## config.mk

```make
export PLATFORM = sky130hd
export DESIGN_NAME = swkr_ctrl
export DESIGN_NICKNAME = d
export VERILOG_FILES = /design/src/rtl/swkr_pkg.sv /design/src/rtl/swkr_ctrl.sv
export SDC_FILE = /design/constraint.sdc
export NUM_CORES = 1
export LEC_CHECK = 0
export ABC_AREA = 1
export BUFFER_PORTS_ARGS = -buffer_cell sky130_fd_sc_hd__buf_2
export CAP_MARGIN = 20
export CORE_AREA = 8 8 45 47
export DETAILED_ROUTE_END_ITERATION = 10
export DIE_AREA = 0 0 53 55
export PLACE_DENSITY = 0.56
export REMOVE_ABC_BUFFERS = 1
export SETUP_SLACK_MARGIN = 0.1
export SKIP_LAST_GASP = 1
export SLEW_MARGIN = 20
export SYNTH_ARGS = -nofsm -noshare
export SYNTH_HDL_FRONTEND = slang
export SYNTH_SLANG_ARGS = --single-unit
```

## constraint.sdc

```tcl
create_clock -name clock -period 2 [get_ports clock]
set_input_delay 0.4 -clock clock [delete_from_list [all_inputs] [get_ports clock]]
set_output_delay 0.4 -clock clock [all_outputs]
set_load 0.05 [all_outputs]
```

## src/rtl/swkr_pkg.sv

```systemverilog
// Package for the keyed-removal stack: sizes, command and status codes,
// controller states and the command/status structs between controller and datapath.
// No dependencies.
package swkr_pkg;

   localparam int DEPTH = 16;
   localparam int IDX_W = (DEPTH > 1) ? $clog2(DEPTH) : 1;
   localparam int CNT_W = $clog2(DEPTH + 1);
   localparam int KEY_W = 64;
   localparam int TAG_W = 64;
   localparam int OCC_W = 5;

   typedef enum logic [1:0] {
      CMD_PUSH   = 2'd0,
      CMD_POP    = 2'd1,
      CMD_REMOVE = 2'd2,
      CMD_LIST   = 2'd3
   } cmd_type;

   typedef enum logic [1:0] {
      STAT_OK       = 2'd0,
      STAT_EMPTY    = 2'd1,
      STAT_NOTFOUND = 2'd2,
      STAT_FULL     = 2'd3
   } status_type;

   typedef enum logic [1:0] {
      S_IDLE,
      S_EXEC,
      S_RESP
   } state_type;

   typedef enum logic [2:0] {
      SEL_ZERO,
      SEL_REQ,
      SEL_TOP,
      SEL_MATCH,
      SEL_LIST
   } out_sel_type;

   typedef struct packed {
      logic        capture;
      logic        load_out;
      out_sel_type out_sel;
      status_type  out_status;
      logic        do_push;
      logic        do_pop;
      logic        do_remove;
      logic        list_start;
      logic        list_next;
   } dp_ctrl_type;

   typedef struct packed {
      cmd_type cmd;
      logic    empty;
      logic    full;
      logic    found;
      logic    list_more;
   } dp_stat_type;

endpackage

```

## src/rtl/swkr_ctrl.sv

```systemverilog
// Controller state machine of the keyed-removal stack: handshakes and
// per-command sequencing. Depends on swkr_pkg.
module swkr_ctrl
   import swkr_pkg::*;
(
   input  logic        clock,
   input  logic        reset,
   input  logic        req_valid,
   output logic        req_ready,
   output logic        rsp_valid,
   input  logic        rsp_ready,
   input  dp_stat_type stat,
   output dp_ctrl_type ctrl
);

   state_type state_ff, state_in;

   always_ff @(posedge clock) begin
      if (reset) begin
         state_ff <= S_IDLE;
      end else begin
         state_ff <= state_in;
      end
   end

   // next state
   always_comb begin
      state_in = state_ff;
      case (state_ff)
         S_IDLE: begin
            if (req_valid) state_in = S_EXEC;
         end
         S_EXEC: begin
            state_in = S_RESP;
         end
         S_RESP: begin
            if (rsp_ready && !stat.list_more) state_in = S_IDLE;
         end
         default: begin
            state_in = S_IDLE;
         end
      endcase
   end

   // outputs
   always_comb begin
      req_ready       = 1'b0;
      rsp_valid       = 1'b0;
      ctrl            = '0;
      ctrl.out_sel    = SEL_ZERO;
      ctrl.out_status = STAT_OK;
      case (state_ff)
         S_IDLE: begin
            req_ready    = 1'b1;
            ctrl.capture = req_valid;
         end
         S_EXEC: begin
            ctrl.load_out = 1'b1;
            case (stat.cmd)
               CMD_PUSH: begin
                  if (stat.full) begin
                     ctrl.out_status = STAT_FULL;
                  end else begin
                     ctrl.do_push = 1'b1;
                     ctrl.out_sel = SEL_REQ;
                  end
               end
               CMD_POP: begin
                  if (stat.empty) begin
                     ctrl.out_status = STAT_EMPTY;
                  end else begin
                     ctrl.do_pop  = 1'b1;
                     ctrl.out_sel = SEL_TOP;
                  end
               end
               CMD_REMOVE: begin
                  if (stat.empty) begin
                     ctrl.out_status = STAT_EMPTY;
                  end else if (!stat.found) begin
                     ctrl.out_status = STAT_NOTFOUND;
                  end else begin
                     ctrl.do_remove = 1'b1;
                     ctrl.out_sel   = SEL_MATCH;
                  end
               end
               CMD_LIST: begin
                  if (stat.empty) begin
                     ctrl.out_status = STAT_EMPTY;
                  end else begin
                     ctrl.list_start = 1'b1;
                     ctrl.out_sel    = SEL_LIST;
                  end
               end
               default: begin
                  ctrl.out_status = STAT_EMPTY;
               end
            endcase
         end
         S_RESP: begin
            rsp_valid = 1'b1;
            if (rsp_ready && stat.list_more) begin
               ctrl.load_out  = 1'b1;
               ctrl.list_next = 1'b1;
               ctrl.out_sel   = SEL_LIST;
            end
         end
         default: begin
            req_ready = 1'b0;
         end
      endcase
   end

endmodule

```

# Word level (Yosys, flattened, before mapping)
# Cells that the tools add are included.
# totals
ff_bits	2
romBits	0
mem_bits_rw	0
memories	0
latch_bits	0
# op_classes
bitwise_logic	0
eq_ne	7
n_div	0
n_addsub	0
n_reduce_logical	6
mux	29
n_mul	0
order_cmp	0
n_shift	0
# op_table
operator	n
one-hot mux 5 bit (4 select lines)	1
2-to-1 mux 2 bit	8
2-to-1 mux 1 bit	15
one-hot mux 4 bit (2 select lines)	1
equality test 2 bit (second input constant)	3
2-to-1 mux 6 bit	1
one-hot mux 2 bit (3 select lines)	1
equality test 2 x 1 -> 1 bit (second input constant)	2
zero test 2 bit	2
2-to-1 mux 4 bit	1
!= test 2 bit (second input constant)	2
2-to-1 mux 3 bit	1
logical AND 1 bit	2
AND reduction 2 bit	1
zero test 1 bit	1

# Depth between registers and ports, before layout
# Gate-level depths: netlist (run 1).
# depth
depth_word	4
ltp_mapped	6
depth_no_buf	6

# Worst setup path before layout (run 1)
# No wires, ideal clock.
# synth_timing
path_type	register -> output
start	reg state_ff[0]
end	out ctrl[9] (netlist bit)
path_stages_with_launch	5
path_buffers	0
setup_slack_ps	-309
required_ps	1600
arrival_time_ps	1909
cell_sequence	dfxtp_1 inv_1 ha_1 nand3_1 a21oi_1
# synth_lines
item	line_no	text
start: declaration	swkr_ctrl.sv:16	state_type state_ff, state_in;
start signal: assignment	swkr_ctrl.sv:22	state_ff <= state_in;
end: declaration	swkr_ctrl.sv:13	output dp_ctrl_type ctrl

==> impl_metrics.json, run 1 <==
{
  "path_max_fanout": 3,
  "die_width_microns": 53,
  "wire_per_inst_microns": 9.73,
  "final-instance-count-excl-fill": 95,
  "cpMaxStageDelayCell": "sky130_fd_sc_hd__dfxtp_1",
  "routed_wirelength_microns": 924,
  "synthesis.area_sq_um": 302,
  "floorplan.initialDensity_pct": 21.8,
  "total_leakage_power_uw": 0.000321,
  "most_frequent_cell_on_the_critical_path": "sky130_fd_sc_hd__inv_2",
  "port-buffer-count": 23,
  "number_of_enable_flip_flop_cells_after_synthesis": 0,
  "synth_top_flop_cell": "sky130_fd_sc_hd__dfxtp_1",
  "drt_iter0_markers": 2,
  "pin_count_of_the_biggest_net_entering_global_routing": 5,
  "pre_cts_slack_ns": 0.275,
  "drive_gt1_share_pct": 48.1,
  "yosysSeqAreaShare_pct": 13.3,
  "final.setup_skew_ns": 0.00402,
  "grt_first_pass_wirelength_microns": 1510,
  "crit_type": "flop to output pin",
  "ctsHoldBuffers": 0,
  "num_rows": 14,
  "maxCapViolCount": 0,
  "worst_setup_hold_path_clk_slew_ns": 0.03,
  "data_arrival_time_of_the_critical_path_ns": 1.39,
  "cp_required_ns": 1.60,
  "areaGrowthSynthToFinish_pct": 63.9,
  "core-area_sq_um": 1380,
  "chip_height_microns": 55,
  "clock_sink_count": 2,
  "holdCritPathClass": "input pin to flop",
  "io-pin-count": 24,
  "postSynthRegisterBits": 2,
  "postSynthAreaPerCell_sq_um": 5.69,
  "max_stage_delay_ns": 0.32,
  "min_period_over_period_pct": 89.5,
  "ir_drop_mv": 0.699,
  "worstPathBufferInverterCount": 3,
  "synth.top_cell.area_share_pct": 16.6,
  "cts_htree_levels": 1,
  "status": "completed",
  "hold_viol": 0,
  "min_clock_period_post_route_ns": 1.79,
  "vias_per_cell": 4.26,
  "most_frequent_cell_after_synthesis": "sky130_fd_sc_hd__inv_1",
  "setup.worst_path.end_class": "output pin",
  "critical_path_cell_sequence": "inv_2 -> ha_4 -> inv_2 -> nor2_4 -> nand3_2 -> a21oi_2 -> buf_4",
  "track_usage_pct": 6.55,
  "finalWorstSetupSlack_ns": 0.210,
  "grt_remaining_overflow": 0,
  "drtPass1Iterations": 4,
  "cell_total_after_placement": 92,
  "cts_made_buffers": 3,
  "die_area_sq_um": 2920,
  "cts_tree": "done",
  "postLayoutCoreUtil_pct": 35.7,
  "synth_largest_area_cell": "sky130_fd_sc_hd__ha_1",
  "syn_inst": 53,
  "yosys_warnings": 0,
  "tightestPinTransition_ns": 0.253,
  "critical-path-top-delay-family": "buffers and inverters",
  "cts_root_buffer": "sky130_fd_sc_hd__clkbuf_4",
  "cts_max_path_buffers": 2,
  "total_of_endpoints_with_negative_setup_slack_in_the_final_report": 0,
  "ys_types": 11,
  "initial_antenna_violation_count": 0,
  "routabilityCongestion": 0.769,
  "synthTopCellsByArea": "sky130_fd_sc_hd__ha_1 (17%), sky130_fd_sc_hd__inv_1 (16%), sky130_fd_sc_hd__dfxtp_1 (13%), sky130_fd_sc_hd__a21oi_1 (12%), sky130_fd_sc_hd__nand3_1 (10%)",
  "registers.top_by_ff_count": "state_ff",
  "largest_registers": "state_ff x2",
  "achievable-frequency_mhz": 559,
  "number_of_vias_in_the_routed_layout": 405,
  "largest_reg_flops": 2,
  "rsz0062_at_grt": "false",
  "post_synth_most_frequent_cells": "sky130_fd_sc_hd__inv_1 (13), sky130_fd_sc_hd__nand2_1 (8), sky130_fd_sc_hd__a21oi_1 (7)",
  "hpwlAfterDp_microns": 792,
  "post-route-drc-count": 0,
  "postRouteAntennaNets": 0,
  "worst_skew_pair.late_latency_ns": 0.22,
  "slew_viol_final": 0,
  "relSlewSlack_pct": 83.2,
  "antenna_cells": 0,
  "grt_pass1_vias": 410,
  "powerDensity_nw_per_um2": 1500,
  "final_net_count": 95,
  "synth-async-reset-ratio_pct": 0,
  "critical_path.startpoint_type": "flop"
}
-- path summary, 6_finish.rpt --
check | cells past startpoint | startpoint | slack (ns) | to
worst max-delay path | 7 | state_ff[1] | 0.21 | ctrl[7]
worst max register to register | 6 | state_ff[0] | 0.89 | state_ff[1]
worst min-delay path | 4 | reset | 0.42 | state_ff[0]
worst min register to register | 2 | state_ff[0] | 0.53 | state_ff[0]
-- cell usage in the layout (no fill, tap or decap) --
cell / count
sky130_fd_sc_hd__inv_2: 4
sky130_fd_sc_hd__ha_4: 1
sky130_fd_sc_hd__nand3_1: 6
sky130_fd_sc_hd__ha_1: 3
sky130_fd_sc_hd__a21oi_2: 2
sky130_fd_sc_hd__nor2_2: 2
sky130_fd_sc_hd__nand3_2: 1
sky130_fd_sc_hd__nor2_4: 1
sky130_fd_sc_hd__inv_1: 12
sky130_fd_sc_hd__buf_4: 3
sky130_fd_sc_hd__nand2_1: 8
sky130_fd_sc_hd__dfxtp_1: 1
sky130_fd_sc_hd__nor2_1: 6
sky130_fd_sc_hd__buf_6: 1
sky130_fd_sc_hd__clkbuf_4: 3
sky130_fd_sc_hd__a21oi_1: 5
sky130_fd_sc_hd__dfxtp_2: 1
sky130_fd_sc_hd__buf_2: 19
-- where the power goes --
part	internal [uW]	switching (uW)
Combinational	151	420
Sequential	62.7	22.1
Clock	66.0	21.2
Total	280	463
-- stage by stage --
stage	total power [uW]	hold slack [ns]	area, sq um	setup TNS, ns
2_1_floorplan	510	0.477	302	-0.609
3_3_place_gp	619	0.492	437	0
3_5_place_dp	617	0.506	437	0
5_1_grt	812	0.449	494	0
6_report	743	0.421	494	0
4_1_cts	715	0.414	467	0
-- cell type report --
cell class	instances	area (sq um)
inverters	16	60.1
clock buffers	3	22.5
repair buffers	23	129
fillers	155	890
flip-flops and latches	2	41.3
well taps	16	20.0
multi-input cells	35	221
-- metal layers --
metal,GRT usage [%],vias up,wire [microns]
met5,0,-,0
met4,2.59,0,0
met3,2.41,0,94
met2,11.9,13,459
met1,6.66,181,370
li1,-,211,-
-- cells by family after synthesis --
group | Yosys count | share of synthesized area, %
simple gates | 24 | 38.6
buf+inv | 16 | 19.9
compound gates | 7 | 11.6
fa+ha+maj | 4 | 16.6
flops | 2 | 13.3
-- worst reg2reg max path, stage by stage (launching register included) --
cell                      delay, ns
sky130_fd_sc_hd__dfxtp_2       0.35
sky130_fd_sc_hd__inv_1         0.09
sky130_fd_sc_hd__ha_1          0.23
sky130_fd_sc_hd__nand2_1       0.13
sky130_fd_sc_hd__nand3_1       0.09
sky130_fd_sc_hd__nand2_1       0.07
sky130_fd_sc_hd__nor2_1        0.04
-- repair_timing --
action,in CTS,in global routing
buffers inserted,0,0
gates resized for setup,3,9
pin swaps,0,1
endpoints found under the setup margin,3,7
(Power assumes the default switching activity.)
==> run 2, diff against run 1 <==
--- a/config.mk
+++ b/config.mk
@@ -5,7 +5,6 @@
 export SDC_FILE = /design/constraint.sdc
 export NUM_CORES = 1
 export LEC_CHECK = 0
-export ABC_AREA = 1
 export BUFFER_PORTS_ARGS = -buffer_cell sky130_fd_sc_hd__buf_2
 export CAP_MARGIN = 20
 export CORE_AREA = 8 8 45 47
==> run 2 against run 1 <==
  * Global-route usage fell by 0.39 points
  * Register-to-register slack got worse by 0.27 ns
  * Combinational power down 9.8%
  * First-iteration DRC count grew to 4.5 times the previous value
  * Critical path depth decreased by 1
  * Final cell count down 12%
  * Via count fell by 9.4%
  * Sequential share of layout area decreased by 0.26 points
  * Routed wire length is 5.2% higher
  * Flip-flop and latch count unchanged
  * Worst setup slack worse by 0.089 ns
  * Power is 7.9% lower
==> impl_metrics.json, run 2 <==
{
  "drive_gt1_share_pct": 52.9,
  "cts_root_buffer": "sky130_fd_sc_hd__clkbuf_4",
  "final.setup_skew_ns": 0.00145,
  "holdCritStartpoint": "reset",
  "synth.top_cell.area_share_pct": 16.5,
  "yosysSeqAreaShare_pct": 13.2,
  "registers.top_by_ff_count": "state_ff",
  "maxCapViolCount": 0,
  "achievable-frequency_mhz": 532,
  "met3_usage_pct": 1.87,
  "worst_setup_hold_path_clk_slew_ns": 0.03,
  "routed_wirelength_microns": 972,
  "cp_required_ns": 1.60,
  "data_arrival_time_of_the_critical_path_ns": 1.48,
  "cts_max_path_buffers": 2,
  "holdCritPathClass": "input pin to flop",
  "powerDensity_nw_per_um2": 1300,
  "post_synth_most_frequent_cells": "sky130_fd_sc_hd__nand2b_1 (6), sky130_fd_sc_hd__inv_1 (5), sky130_fd_sc_hd__ha_1 (4)",
  "cts_tree": "done",
  "final.hold.worst_slack_ns": 0.485,
  "number_of_vias_in_the_routed_layout": 367,
  "critical_path.startpoint_type": "flop",
  "finalWorstSetupSlack_ns": 0.121,
  "grt_remaining_overflow": 0,
  "pre_cts_slack_ns": 0.152,
  "hold_path_end": "state_ff[1]",
  "final_net_count": 84,
  "routabilityCongestion": 0.752,
  "drt_iter0_markers": 9,
  "synth_top_flop_cell": "sky130_fd_sc_hd__dfxtp_1",
  "post-route-drc-count": 0,
  "largest_registers": "state_ff x2",
  "rsz0062_at_grt": "true",
  "postSynthAreaPerCell_sq_um": 7.76,
  "postSynthRegisterBits": 2,
  "synth-async-reset-ratio_pct": 0,
  "die_width_microns": 53,
  "ff2ff_path_depth": 6,
  "tightestPinTransition_ns": 0.267,
  "grt.met2_usage_pct": 11.7,
  "grt_busiest_layer": "met2",
  "finalSetupTns_ns": 0,
  "grt_first_pass_wirelength_microns": 1320,
  "beginning_of_the_worst_register_to_register_path": "state_ff[1]",
  "wire_per_inst_microns": 11.6,
  "global_route.usage.met1_pct": 5.14,
  "die_area_sq_um": 2920,
  "postRouteAntennaNets": 0,
  "synth_largest_area_cell": "sky130_fd_sc_hd__ha_1",
  "commonest_cells_after_routing_fill_and_taps_aside": "sky130_fd_sc_hd__buf_2 (17), sky130_fd_sc_hd__nand2b_1 (6), sky130_fd_sc_hd__buf_4 (6)",
  "drtPass1Iterations": 4,
  "min_period_over_period_pct": 93.9,
  "hold_viol": 0,
  "synthTopCellsByArea": "sky130_fd_sc_hd__ha_1 (17%), sky130_fd_sc_hd__dfxtp_1 (13%), sky130_fd_sc_hd__nand2b_1 (12%), sky130_fd_sc_hd__mux2i_1 (9.9%), sky130_fd_sc_hd__inv_1 (6.2%)",
  "p_seq_share_pct": 11.8,
  "vias_per_cell": 4.37,
  "min_clock_period_post_route_ns": 1.88,
  "largest_reg_flops": 2,
  "rr_endpoint": "state_ff[1]",
  "status": "completed",
  "cellInternalPower_uw": 315,
  "io-pin-count": 24,
  "antenna_cells": 0,
  "crit_type": "flop to output pin",
  "areaGrowthSynthToFinish_pct": 73.6,
  "cts_made_buffers": 3,
  "total_leakage_power_uw": 0.000293,
  "total_of_endpoints_with_negative_setup_slack_in_the_final_report": 0,
  "postLayoutCoreUtil_pct": 38.0,
  "clock_sink_count": 2,
  "ys_types": 20,
  "pin_count_of_the_biggest_net_entering_global_routing": 8,
  "number_of_enable_flip_flop_cells_after_synthesis": 0,
  "timing.hold.worst_path_depth": 3,
  "most_frequent_cell_after_synthesis": "sky130_fd_sc_hd__nand2b_1",
  "pwr-share-clk_pct": 12.9,
  "core-area_sq_um": 1380,
  "port-buffer-count": 23,
  "net-switching-power_uw": 370,
  "num_rows": 14,
  "yosys_warnings": 0,
  "synthesis.area_sq_um": 303,
  "slew_viol_final": 0,
  "worst_skew_pair.late_latency_ns": 0.22,
  "hpwlAfterDp_microns": 789,
  "setup.reg_to_reg.worst_slack_ns": 0.62,
  "mostFrequentLayoutCell": "sky130_fd_sc_hd__buf_2",
  "cts_htree_levels": 1,
  "syn_inst": 39,
  "chip_height_microns": 55,
  "relSlewSlack_pct": 82.2,
  "ir_drop_mv": 0.505,
  "path_max_fanout": 4,
  "track_usage_pct": 6.16,
  "pwr-share-comb_pct": 75.3,
  "power.share.switching_pct": 54.0,
  "grt_pass1_vias": 330,
  "initial_antenna_violation_count": 0,
  "floorplan.initialDensity_pct": 21.9,
  "setup.worst_path.end_class": "output pin"
}
-- run 2: cell types whose count changed in the layout (fill, tap and decap cells not counted), moves of 3 or more --
| cell | delta |
|---|---|
| sky130_fd_sc_hd__a21oi_1 | -4 |
| sky130_fd_sc_hd__nor2_1 | -3 |
| sky130_fd_sc_hd__inv_1 | -8 |
| sky130_fd_sc_hd__nand3_1 | -6 |
| sky130_fd_sc_hd__mux2i_1 | +3 |
| sky130_fd_sc_hd__nand2_1 | -7 |
| sky130_fd_sc_hd__inv_2 | -3 |
| sky130_fd_sc_hd__buf_4 | +3 |
| sky130_fd_sc_hd__nand2b_1 | +6 |
-- run 2: cell families after synthesis --
kind of cell | Yosys count | synth area share (%)
fa+ha+maj | 4 | 16.5
compound gates | 7 | 16.9
buf+inv | 5 | 6.20
mux | 3 | 9.92
flops | 2 | 13.2
simple gates | 18 | 37.2
-- run 2: layout make-up --
cell class / count / area (sq um)
repair buffers: 26 / 160
clock buffers: 3 / 22.5
fillers: 150 / 858
inverters: 5 / 18.8
multi-input cells: 32 / 262
well taps: 16 / 20.0
flip-flops and latches: 2 / 42.5
-- run 2: how the worst max path moves through the flow --
stage | from | endpoint | depth (start not counted)
6_report | state_ff[1] | ctrl[7] | 6
5_1_grt | state_ff[1] | ctrl[8] | 6
4_1_cts | state_ff[1] | ctrl[7] | 6
3_5_place_dp | state_ff[1] | ctrl[8] | 6
3_3_place_gp | state_ff[1] | ctrl[8] | 6
2_1_floorplan | state_ff[0] | ctrl[9] | 4
-- run 2: routing by layer --
layer	share of wire (%)	vias up
li1	-	191
met1	37	166
met2	55	10
met3	7.6	0
met4	0	0
met5	0	-
-- run 2: metrics by stage --
| step | power (uW) | cell area (sq um) | std cells |
|---|---|---|---|
| finish | 684 | 526 | 84 |
| CTS | 659 | 494 | 82 |
| global placement | 521 | 438 | 78 |
| floorplan | 429 | 303 | 39 |
| detailed placement | 524 | 438 | 78 |
| global route | 728 | 526 | 84 |
-- run 2: worst max-delay path, stage by stage (launching register included) --
cell                       delay (ns)
sky130_fd_sc_hd__dfxtp_2         0.32
sky130_fd_sc_hd__inv_2           0.08
sky130_fd_sc_hd__ha_4            0.14
sky130_fd_sc_hd__nand2b_1        0.06
sky130_fd_sc_hd__or3_4           0.34
sky130_fd_sc_hd__a21boi_2        0.15
sky130_fd_sc_hd__buf_6           0.17
-- run 2: power groups by stage --
stage	combinational [uW]	clock, uW	sequential, uW
2_1_floorplan	362	0	67.3
3_3_place_gp	452	0	69.5
3_5_place_dp	453	0	70.7
4_1_cts	483	95.3	80.5
5_1_grt	548	97.1	83.3
6_report	515	88.2	80.8
-- run 2: what timing repair did --
action,in CTS,in global routing
hold buffers,0,0
pin swaps,3,0
endpoints found under the setup margin,5,6
buffers inserted,1,2
cloned,0,0
gates resized for setup,9,7
